<file path="src/hw/rtl/sha224_pkg.sv">
// Package for the SHA-224 hash engine: state enum, command and status structs,
// round constants, initial values and the SHA-256 round functions. No dependencies.
package sha224_pkg;

	typedef enum logic [2:0] {
		ST_IDLE,
		ST_ROUND,
		ST_UPDATE,
		ST_PAD,
		ST_EMIT
	} ctrl_state_t;

	typedef struct packed {
		logic       take_byte;
		logic       start_block;
		logic       round;
		logic       update_cv;
		logic       pad_write;
		logic       pad_mark;
		logic       pad_last;
		logic       out_load;
		logic       restart;
	} dp_cmd_t;

	typedef struct packed {
		logic       block_full;
		logic [5:0] fill;
		logic       round_last;
	} dp_stat_t;

	localparam logic [7:0] PAD_BYTE = 8'h80;
	localparam logic [5:0] LEN_POS  = 6'd56;

	localparam logic [31:0] IV [8] = '{
		32'hc1059ed8, 32'h367cd507, 32'h3070dd17, 32'hf70e5939,
		32'hffc00b31, 32'h68581511, 32'h64f98fa7, 32'hbefa4fa4
	};

	localparam logic [31:0] K [64] = '{
		32'h428a2f98, 32'h71374491, 32'hb5c0fbcf, 32'he9b5dba5,
		32'h3956c25b, 32'h59f111f1, 32'h923f82a4, 32'hab1c5ed5,
		32'hd807aa98, 32'h12835b01, 32'h243185be, 32'h550c7dc3,
		32'h72be5d74, 32'h80deb1fe, 32'h9bdc06a7, 32'hc19bf174,
		32'he49b69c1, 32'hefbe4786, 32'h0fc19dc6, 32'h240ca1cc,
		32'h2de92c6f, 32'h4a7484aa, 32'h5cb0a9dc, 32'h76f988da,
		32'h983e5152, 32'ha831c66d, 32'hb00327c8, 32'hbf597fc7,
		32'hc6e00bf3, 32'hd5a79147, 32'h06ca6351, 32'h14292967,
		32'h27b70a85, 32'h2e1b2138, 32'h4d2c6dfc, 32'h53380d13,
		32'h650a7354, 32'h766a0abb, 32'h81c2c92e, 32'h92722c85,
		32'ha2bfe8a1, 32'ha81a664b, 32'hc24b8b70, 32'hc76c51a3,
		32'hd192e819, 32'hd6990624, 32'hf40e3585, 32'h106aa070,
		32'h19a4c116, 32'h1e376c08, 32'h2748774c, 32'h34b0bcb5,
		32'h391c0cb3, 32'h4ed8aa4a, 32'h5b9cca4f, 32'h682e6ff3,
		32'h748f82ee, 32'h78a5636f, 32'h84c87814, 32'h8cc70208,
		32'h90befffa, 32'ha4506ceb, 32'hbef9a3f7, 32'hc67178f2
	};

	function automatic logic [31:0] rotr(input logic [31:0] x, input int unsigned n);
		rotr = (x >> n) | (x << (32 - n));
	endfunction

	function automatic logic [31:0] ssig0(input logic [31:0] x);
		ssig0 = rotr(x, 7) ^ rotr(x, 18) ^ (x >> 3);
	endfunction

	function automatic logic [31:0] ssig1(input logic [31:0] x);
		ssig1 = rotr(x, 17) ^ rotr(x, 19) ^ (x >> 10);
	endfunction

	function automatic logic [31:0] bsig0(input logic [31:0] x);
		bsig0 = rotr(x, 2) ^ rotr(x, 13) ^ rotr(x, 22);
	endfunction

	function automatic logic [31:0] bsig1(input logic [31:0] x);
		bsig1 = rotr(x, 6) ^ rotr(x, 11) ^ rotr(x, 25);
	endfunction

endpackage

</file>
<file path="src/hw/rtl/sha224_datapath.sv">
// SHA-224 datapath: block buffer as a 16-word schedule window, chaining value,
// working variables, bit count and digest output register. Uses sha224_pkg.
module sha224_datapath import sha224_pkg::*; (
	input  logic        clk,
	input  logic        arst_n,
	input  dp_cmd_t     cmd,
	input  logic [7:0]  data_byte,
	input  logic        out_take,
	output dp_stat_t    stat,
	output logic [31:0] digest_word,
	output logic [2:0]  word_index,
	output logic        last_word,
	output logic        out_busy
);

	logic [31:0] w_q [16];
	logic [31:0] v_q [8];
	logic [31:0] cv_q [8];
	logic [63:0] bits_q;
	logic [6:0]  fill_q;
	logic [5:0]  rnd_q;
	logic [31:0] ob_q [7];
	logic [2:0]  oidx_q;
	logic        obusy_q;

	logic [7:0]  wr_byte;
	logic [31:0] t1, t2, w_new;
	logic [3:0]  wi;
	logic [1:0]  bi;

	always_comb begin
		t1 = v_q[7] + bsig1(v_q[4]) + ((v_q[4] & v_q[5]) ^ (~v_q[4] & v_q[6]))
			+ K[rnd_q] + w_q[0];
		t2 = bsig0(v_q[0]) + ((v_q[0] & v_q[1]) ^ (v_q[0] & v_q[2]) ^ (v_q[1] & v_q[2]));
		w_new = ssig1(w_q[14]) + w_q[9] + ssig0(w_q[1]) + w_q[0];
		wi = fill_q[5:2];
		bi = fill_q[1:0];
		if (cmd.take_byte)
			wr_byte = data_byte;
		else if (cmd.pad_mark)
			wr_byte = PAD_BYTE;
		else if (cmd.pad_last)
			wr_byte = bits_q[63 - 8 * (fill_q[2:0]) -: 8];
		else
			wr_byte = 8'h00;
	end

	assign stat.fill       = fill_q[5:0];
	assign stat.block_full = fill_q[6];
	assign stat.round_last = (rnd_q == 6'd63);

	always_ff @(posedge clk or negedge arst_n) begin
		if (!arst_n) begin
			fill_q  <= '0;
			bits_q  <= '0;
			rnd_q   <= '0;
			oidx_q  <= '0;
			obusy_q <= 1'b0;
			for (int i = 0; i < 16; i++)
				w_q[i] <= '0;
			for (int i = 0; i < 8; i++) begin
				cv_q[i] <= IV[i];
				v_q[i]  <= '0;
			end
			for (int i = 0; i < 7; i++)
				ob_q[i] <= '0;
		end else begin
			if (cmd.start_block || cmd.restart)
				fill_q <= '0;
			else if (cmd.take_byte || cmd.pad_write)
				fill_q <= fill_q + 7'd1;
			if (cmd.restart)
				bits_q <= '0;
			else if (cmd.take_byte)
				bits_q <= bits_q + 64'd8;
			if (cmd.round) begin
				for (int i = 0; i < 15; i++)
					w_q[i] <= w_q[i + 1];
				w_q[15] <= w_new;
			end else if (cmd.take_byte || cmd.pad_write)
				w_q[wi][31 - 8 * bi -: 8] <= wr_byte;
			if (cmd.start_block) begin
				rnd_q <= '0;
				for (int i = 0; i < 8; i++)
					v_q[i] <= cv_q[i];
			end else if (cmd.round) begin
				rnd_q <= rnd_q + 6'd1;
				v_q[7] <= v_q[6];
				v_q[6] <= v_q[5];
				v_q[5] <= v_q[4];
				v_q[4] <= v_q[3] + t1;
				v_q[3] <= v_q[2];
				v_q[2] <= v_q[1];
				v_q[1] <= v_q[0];
				v_q[0] <= t1 + t2;
			end
			if (cmd.restart)
				for (int i = 0; i < 8; i++)
					cv_q[i] <= IV[i];
			else if (cmd.update_cv)
				for (int i = 0; i < 8; i++)
					cv_q[i] <= cv_q[i] + v_q[i];
			if (cmd.out_load) begin
				for (int i = 0; i < 7; i++)
					ob_q[i] <= cv_q[i];
				oidx_q  <= '0;
				obusy_q <= 1'b1;
			end else if (out_take) begin
				oidx_q <= oidx_q + 3'd1;
				if (oidx_q == 3'd6)
					obusy_q <= 1'b0;
			end
		end
	end

	assign digest_word = ob_q[oidx_q];
	assign word_index  = oidx_q;
	assign last_word   = (oidx_q == 3'd6);
	assign out_busy    = obusy_q;

endmodule

</file>
<file path="src/hw/rtl/sha224_ctrl.sv">
// SHA-224 controller: sequences byte intake, 64 compression rounds, padding
// and digest hand-off. Uses sha224_pkg.
module sha224_ctrl import sha224_pkg::*; (
	input  logic        clk,
	input  logic        arst_n,
	input  logic        in_valid,
	input  logic        byte_valid,
	input  logic        message_end,
	input  dp_stat_t    stat,
	input  logic        out_busy,
	output logic        in_ready,
	output dp_cmd_t     cmd
);

	ctrl_state_t state_q, state_d;
	logic        fin_q, fin_d;
	logic        pad80_q, pad80_d;
	// current padding block carries the length field
	logic        lenblk_q, lenblk_d;

	always_ff @(posedge clk or negedge arst_n) begin
		if (!arst_n) begin
			state_q  <= ST_IDLE;
			fin_q    <= 1'b0;
			pad80_q  <= 1'b0;
			lenblk_q <= 1'b0;
		end else begin
			state_q  <= state_d;
			fin_q    <= fin_d;
			pad80_q  <= pad80_d;
			lenblk_q <= lenblk_d;
		end
	end

	always_comb begin
		state_d  = state_q;
		fin_d    = fin_q;
		pad80_d  = pad80_q;
		lenblk_d = lenblk_q;
		cmd      = '0;
		in_ready = 1'b0;
		unique case (state_q)
			ST_IDLE: begin
				in_ready = 1'b1;
				if (in_valid) begin
					cmd.take_byte = byte_valid;
					fin_d    = message_end;
					pad80_d  = 1'b1;
					lenblk_d = 1'b0;
					if (byte_valid && stat.fill == 6'd63)
						state_d = ST_ROUND;
					else if (message_end)
						state_d = ST_PAD;
				end
			end
			ST_PAD: begin
				// 0x80, zeros up to the length field, then 8 length bytes
				if (stat.block_full)
					state_d = ST_ROUND;
				else begin
					cmd.pad_write = 1'b1;
					if (pad80_q) begin
						cmd.pad_mark = 1'b1;
						pad80_d  = 1'b0;
						lenblk_d = (stat.fill < LEN_POS);
					end else if (lenblk_q && stat.fill >= LEN_POS)
						cmd.pad_last = 1'b1;
				end
			end
			ST_ROUND: begin
				cmd.round = 1'b1;
				if (stat.round_last)
					state_d = ST_UPDATE;
			end
			ST_UPDATE: begin
				cmd.update_cv = 1'b1;
				if (!fin_q)
					state_d = ST_IDLE;
				else if (lenblk_q)
					state_d = ST_EMIT;
				else begin
					lenblk_d = 1'b1;
					state_d  = ST_PAD;
				end
			end
			ST_EMIT: begin
				if (!out_busy) begin
					cmd.out_load = 1'b1;
					cmd.restart  = 1'b1;
					fin_d   = 1'b0;
					state_d = ST_IDLE;
				end
			end
			default: state_d = ST_IDLE;
		endcase
		if (state_d == ST_ROUND && state_q != ST_ROUND)
			cmd.start_block = 1'b1;
	end

endmodule

</file>
<file path="src/hw/rtl/sha224_hash_engine.sv">
// SHA-224 hash engine, one message byte per transfer, seven digest words out.
// A byte that completes a block holds the input through intake, the 64 rounds and the
// chaining update; other bytes are taken without a stall. A final transfer adds padding
// and one or two compressions; bytes are taken while a digest drains, the next digest
// waits for the previous one.
// Reset (arst_n, asynchronous) loads the SHA-224 initial values and clears counts.
module sha224_hash_engine import sha224_pkg::*; (
	input  logic        clk,
	input  logic        arst_n,
	input  logic        in_valid,
	output logic        in_ready,
	input  logic [7:0]  data_byte,
	input  logic        byte_valid,
	input  logic        message_end,
	output logic        out_valid,
	input  logic        out_ready,
	output logic [31:0] digest_word,
	output logic [2:0]  word_index,
	output logic        last_word
);

	dp_cmd_t  cmd;
	dp_stat_t stat;
	logic     busy;

	sha224_ctrl u_ctrl (
		.clk, .arst_n, .in_valid, .byte_valid, .message_end,
		.stat, .out_busy(busy), .in_ready, .cmd
	);

	sha224_datapath u_dp (
		.clk, .arst_n, .cmd, .data_byte, .out_take(out_valid && out_ready),
		.stat, .digest_word, .word_index, .last_word, .out_busy(busy)
	);

	assign out_valid = busy;

`ifndef SYNTH
	a_last_idx: assert property (@(posedge clk) disable iff (!arst_n)
		out_valid && last_word |-> word_index == 3'd6)
		else $error("last word index");
	a_out_hold: assert property (@(posedge clk) disable iff (!arst_n)
		out_valid && !out_ready |=> out_valid && $stable(digest_word)
			&& $stable(word_index))
		else $error("digest word changed while waiting");
	a_round_only: assert property (@(posedge clk) disable iff (!arst_n)
		cmd.round |-> !cmd.take_byte && !cmd.pad_write)
		else $error("buffer write during rounds");
`endif

endmodule
</file>
<file path="config.mk">
export PLATFORM = sky130hd
export DESIGN_NAME = sha224_hash_engine
export DESIGN_NICKNAME = d
export VERILOG_FILES = /design/src/hw/rtl/sha224_pkg.sv /design/src/hw/rtl/sha224_datapath.sv /design/src/hw/rtl/sha224_ctrl.sv /design/src/hw/rtl/sha224_hash_engine.sv
export SDC_FILE = /design/constraint.sdc
export NUM_CORES = 2
export LEC_CHECK = 0
export BUFFER_PORTS_ARGS = -buffer_cell sky130_fd_sc_hd__buf_2
export CAP_MARGIN = 20
export CORE_MARGIN = 4
export CORE_UTILIZATION = 47
export DETAILED_ROUTE_END_ITERATION = 7
export GPL_ROUTABILITY_DRIVEN = 1
export SLEW_MARGIN = 20
export SYNTH_ARGS = -nofsm -noshare
export SYNTH_HDL_FRONTEND = slang
export SYNTH_SLANG_ARGS = --single-unit
</file>
<file path="constraint.sdc">
create_clock -name clk -period 10.8 [get_ports clk]
set_input_delay 2.16 -clock clk [delete_from_list [all_inputs] [get_ports clk]]
set_output_delay 2.16 -clock clk [all_outputs]
set_load 0.005 [all_outputs]
</file>
# Word level (Yosys, flattened, before mapping)
# Memories as Yosys holds them, arrays and structs flattened.
# Cells that the tools add are included.
[classes]
addsub = 25
order_cmp = 6
eq_ne = 14
n_shift = 3
muxes = 61
n_bitwise = 30
n_reduce_logical = 22
[op_table]
columns = ["operator", "count"]
rows = [
  ["two-way mux 256 bit", 4],
  ["two-way mux 512 bit", 2],
  ["adder 32 bit", 18],
  ["bitwise mux 512 bit", 1],
  ["bitwise XOR 32 bit", 9],
  ["AND 32 bit", 5],
  ["two-way mux 32 bit", 5],
  ["demux 32 bit (select 4 bit)", 1],
  ["two-way mux 64 bit", 2],
  ["binary-select mux 32 bit (select 3 bit)", 1],
  ["indexed part select 71 x 33 -> 8 bit", 1],
  ["adder 64 x 4 -> 64 bit (second input constant)", 1],
  ["variable shift 8 x 34 -> 39 bit (first input constant)", 1],
  ["indexed part select 8 x 34 -> 39 bit", 1],
  ["two-way mux 3 bit", 12],
  ["negation 32 -> 34 bit", 1],
  ["NOT 32 bit", 1],
  ["OR 10 x 32 -> 32 bit", 1],
  ["OR 13 x 32 -> 32 bit", 1],
  ["OR 14 x 32 -> 32 bit", 1],
  ["OR 15 x 32 -> 32 bit", 1],
  ["OR 19 x 32 -> 32 bit", 1],
  ["OR 21 x 32 -> 32 bit", 1],
  ["OR 25 x 32 -> 32 bit", 1],
  ["42 further kinds", 88],
]
[totals]
reg_bits = 1335
rom_bits = 2048
out_inout_bits = 38
elab_cells = 210
n_memories = 1
[mem_list]
columns = ["memory", "words", "width", "rd", "rd_clocked_by_memory_dff", "wr", "line_no", "text"]
rows = [
  ["(no name shown)", 64, 32, 1, 0, 0, "sha224_datapath.sv:33", "+ K[rnd_q] + w_q[0];"],
]

# Longest topological paths before layout
[logic_depth]
ltp_word = 13
mapped_depth = 41
depth_no_buf = 40

# Modules after synthesis
# A second synthesis with hierarchy kept.
[hier_totals]
hier_cells = 9661
area_unflattened_um2 = 88791.4
[modules_own_cells]
columns = ["mod", "instances", "cells_each", "area_per_inst_um2"]
rows = [
  ["sha224_datapath", 1, 9607, 88287.2],
  ["sha224_ctrl", 1, 53, 498.0],
  ["sha224_hash_engine", 1, 1, 6.3],
]

# Worst setup path before layout
# No wires, ideal clock.
[synth_timing]
path_type = "reg2reg"
startpoint = "register u_dp.rnd_q[1]"
endpoint = "register u_dp.v_q[255] (netlist bit)"
setup_time_ns = 0.135
t_arrival_ns = 7.938
setup_slack_ns = 2.727
path_stages_with_launch = 38
period_less_slack_ns = 8.073
cell_sequence = "dfrtp_1 -> clkinv_1 -> ha_1 -> clkbuf_1 -> nand2_1 -> o21ai_0 -> mux2i_1 -> a32o_1 -> a31oi_1 -> fa_1 -> inv_1 -> fa_1 -> fa_1 -> inv_1 -> ha_1 -> inv_1 -> fa_1 -> nor2b_1 -> [... 2 more ...] -> nand3b_1 -> nand2_1 -> nand2_1 -> nand2_1 -> and2_1 -> o21ai_0 -> nand2b_1 -> xor2_1 -> fa_1 -> ha_1 -> o21ai_0 -> nor3_1 -> a211oi_1 -> a21oi_1 -> a211o_1 -> a21oi_1 -> xnor2_1 -> o21ai_0"
[synth_between]
elab_chain_len = 9
elab_cells_between_ends = 16
cone_classes = "add/sub (3); eq/ne (2); mux (7); bitwise (1); reduce/logical (2); memory (1)"
[synth_rtl]
columns = ["item", "line_no", "text"]
rows = [
  ["from (decl)", "sha224_datapath.sv:21", "logic [5:0] rnd_q;"],
  ["from (signal assigned)", "sha224_datapath.sv:87", "rnd_q <= rnd_q + 6'd1;"],
  ["NOT 6 -> 7 bit (not written as such)", "sha224_datapath.sv:33", ""],
  ["memory read (64 x 32 bit)", "--", ""],
  ["two-way mux 32 bit (not written as such) (2 in a row)", "sha224_datapath.sv:33", ""],
  ["adder 32 bit (2 in a row)", "sha224_datapath.sv:33", ""],
  ["adder 32 bit", "sha224_datapath.sv:95", "v_q[0] <= t1 + t2;"],
  ["two-way mux 256 bit", "sha224_datapath.sv:86", "end else if (cmd.round) begin"],
  ["two-way mux 256 bit", "sha224_datapath.sv:82", "if (cmd.start_block) begin"],
  ["to (signal, indexed assignment)", "sha224_datapath.sv:85", "v_q[i] <= cv_q[i];"],
  ["to (decl)", "sha224_datapath.sv:17", "logic [31:0] v_q [8];"],
]
# Parallel ways exist; a longest one is shown, timed or not. The select of a mux whose other input is x is not followed.
# A chain may end at the register's enable or synchronous reset.

# Worst setup path after layout
# Same ends and word-level chain as after synthesis.

==> metrics <==
Distinct cells, synth 97; # IOs 52; max-cap violations 0; Fmax 108.0 MHz; CP Capture Type flop; Skew-Pair Late Insertion Delay 0.84 ns; CTS Buffer Depth 3; Critical Path Source Type flop; Final GP Congestion 0.9785; register clock-pin slew on the reported worst setup and hold paths 0.06 ns; Die ar. 185,400 um^2; WS Path Type reg2reg; CP max stage delay 0.59 ns; Clock Skew 0.03898 ns; post-CTS sizing 0; most common cell after layout, fill and taps aside nand2_1; First-pass DRT Iterations 8; first-pass GRT wire length 428.1 mm; Syn-to-layout area delta 8.711%; Tmin final 9.258 ns; Remaining Overflow, GRT 0; CP arrival 9.92 ns; Max-slew headroom 22.67%; TritonCTS clock tree done; via/cell ratio 6.072; status completed; First DRT Iteration DRCs 6,553; vias in the first global route 66,620; Final setup viols 0; prevailing post-synth register cell dfrtp_1; pin count of the biggest net entering global routing 220; TNS Setup 0 ns; GRT Total Usage 30.01%; Hold Vio Cnt, Final 0; Syn Area/Cell 9.205 um^2; sequential area share after synthesis 39.91%; most frequent cells in the layout nand2_1 (1,428), dfrtp_1 (1,195), o21ai_0 (1,131); Routed wire per std cell 24.98 um; YS warnings 0; Worst-Margin Slew 1.157 ns; CTS sink count 1,332; share of cells above drive strength 1 7.773%; Yosys reg bits 1,332; # rows 154; cell count after synthesis 9,116; Post-Syn Area 83,920 um^2; Tcrit/Tclk final 85.72%; initial antenna violation count 1; DP Wirelength 205.3 mm; Detail Route Antenna Nets 0; CP bufs+invs 4; crit-path max FO 22; number of synthesized flops with an enable pin 0; Worst EP required 11.46 ns; die span in y 430.5 um; Final Net Count 9,476; drt total wl 283.2 mm; unrepaired setup endpoints after global routing no; TritonCTS buffer count 154; via count 68,820; Initial Utilization 47.44%; I/O Buffers 51; Post-CTS Setup Bufs 0; clk root buf clkbuf_16; Mapped Nets 9,725; slowest CP cell ha_1; ys async rst share 100.0%; Core Footprint 176,900 um^2; DRC viols 0; Die X 430.5 um; hold crit path type reg2reg; Slew Limit Fails 0; CTS Hold Bufs 0; htree depth 4; crit-path leading delay family compound AO/OA/AOI/OAI gates; CP most frequent cell a21oi_1
==> stage by stage <==
| step | instance area (um^2) | hold slack [ns] | util, % | cells | worst slack, ns |
|---|---|---|---|---|---|
| CTS | 91220 | 0.4731 | 51.57 | 11330 | 1.644 |
| finish | 91230 | 0.4715 | 51.57 | 11330 | 1.542 |
| floorplan | 83920 | 0.4404 | - | 9116 | 2.727 |
| detailed placement | 86040 | 0.4588 | 48.64 | 11050 | 1.676 |
| global placement | 86040 | 0.4530 | 48.64 | 11050 | 1.682 |
| global route | 91220 | 0.4922 | 51.57 | 11330 | 0.7145 |
==> final cells by class <==
class                   instances  area (um^2)
fillers                     16410        85660
multi-input cells            6903        47150
flip-flops and latches       1332        33510
clock buffers                 232         4577
well taps                    2340         2928
repair buffers                163         1286
inverters                     313         1175
clock inverters                50        596.8
diodes                          1        2.502
==> cells in the mapped netlist (31+ instances only) <==
master    instances  area share [%]
o21bai_1         53            0.47
a21o_1          166             1.5
o211ai_1        101            0.90
a211oi_1         73            0.65
a22oi_1         487             4.4
nand3_1         100            0.60
o21a_1           45            0.40
o21ai_0        1131             6.7
dfstp_2         130             4.1
fa_1            195             4.7
a21oi_1         560             3.3
mux4_2           51             1.4
nand2b_1         94            0.70
nor2_1          414             1.9
clkbuf_1        502             2.2
a31oi_1          44            0.33
nand4_1          31            0.23
nand2_1        1430             6.4
o31ai_1          31            0.28
dfrtp_1        1202              36
mux2i_1         309             3.7
and3_1           37            0.28
ha_1            400             6.0
xnor2_1         397             4.1
buf_1            31            0.14
nor3_1           67            0.40
inv_1           309             1.4
xor2_1          230             2.4
nor2b_1          65            0.48
or3_1            35            0.26
==> registers in the layout, summed over array words and instances, names as in the netlist <==
register and flops:
u_ctrl.fin_q 1, u_ctrl.lenblk_q 1, u_ctrl.pad80_q 1, u_ctrl.state_q 3
u_dp.bits_q 61, u_dp.cv_q 256, u_dp.fill_q 7, u_dp.ob_q 224
u_dp.out_busy 1, u_dp.rnd_q 6, u_dp.v_q 256, u_dp.w_q 512
u_dp.word_index 3
==> metal layers <==
metal | track usage, % | wire [um] | vias up
met5 | 0 | 0 | -
met4 | 11.51 | 11930 | 0
met3 | 5.086 | 17890 | 479
met2 | 48.63 | 132300 | 2218
met1 | 40.39 | 121100 | 34430
li1 | - | - | 31690
==> logic make-up (layout without fill, tap and decap cells) <==
kind of cell,count (synthesis),in the layout,share of synthesized area [%]
muxes,382,382,5.350
other,0,1,0
buffers and inverters,881,758,4.012
AOI/OAI and AO/OA,2888,2888,21.05
DFF,1332,1332,39.91
and+or+nand+nor,2387,2387,12.23
xor gates and xnor gates,627,627,6.544
adders and majority gates,619,619,10.90
==> final timing paths <==
| path | slack (ns) | cells past startpoint | end | from |
|---|---|---|---|---|
| max in group asynchronous | 7.03 | 3 | u_dp.w_q[495] | arst_n |
| hold / removal | 0.47 | 2 | u_dp.ob_q[5] | u_dp.ob_q[5] |
| min in group asynchronous | 1.36 | 1 | u_dp.ob_q[150] | arst_n |
| setup / recovery | 1.54 | 34 | u_dp.v_q[255] | u_dp.rnd_q[1] |
| hold reg to reg | 0.47 | 2 | u_dp.ob_q[5] | u_dp.ob_q[5] |
| setup reg to reg | 1.54 | 34 | u_dp.v_q[255] | u_dp.rnd_q[1] |
==> worst reg2reg max path: cells and delay by family (launching register included) <==
family          cells  cell delay, ns
compound gates     19            4.07
fa+ha+maj           7            3.28
flops               1            0.32
buf+inv             4            0.50
simple gates        2            0.51
xor+xnor            2            0.47
Power is left out: the tool's default activity adds up to more than one toggle a clock period on the data nets, which glitch-free logic cannot reach.
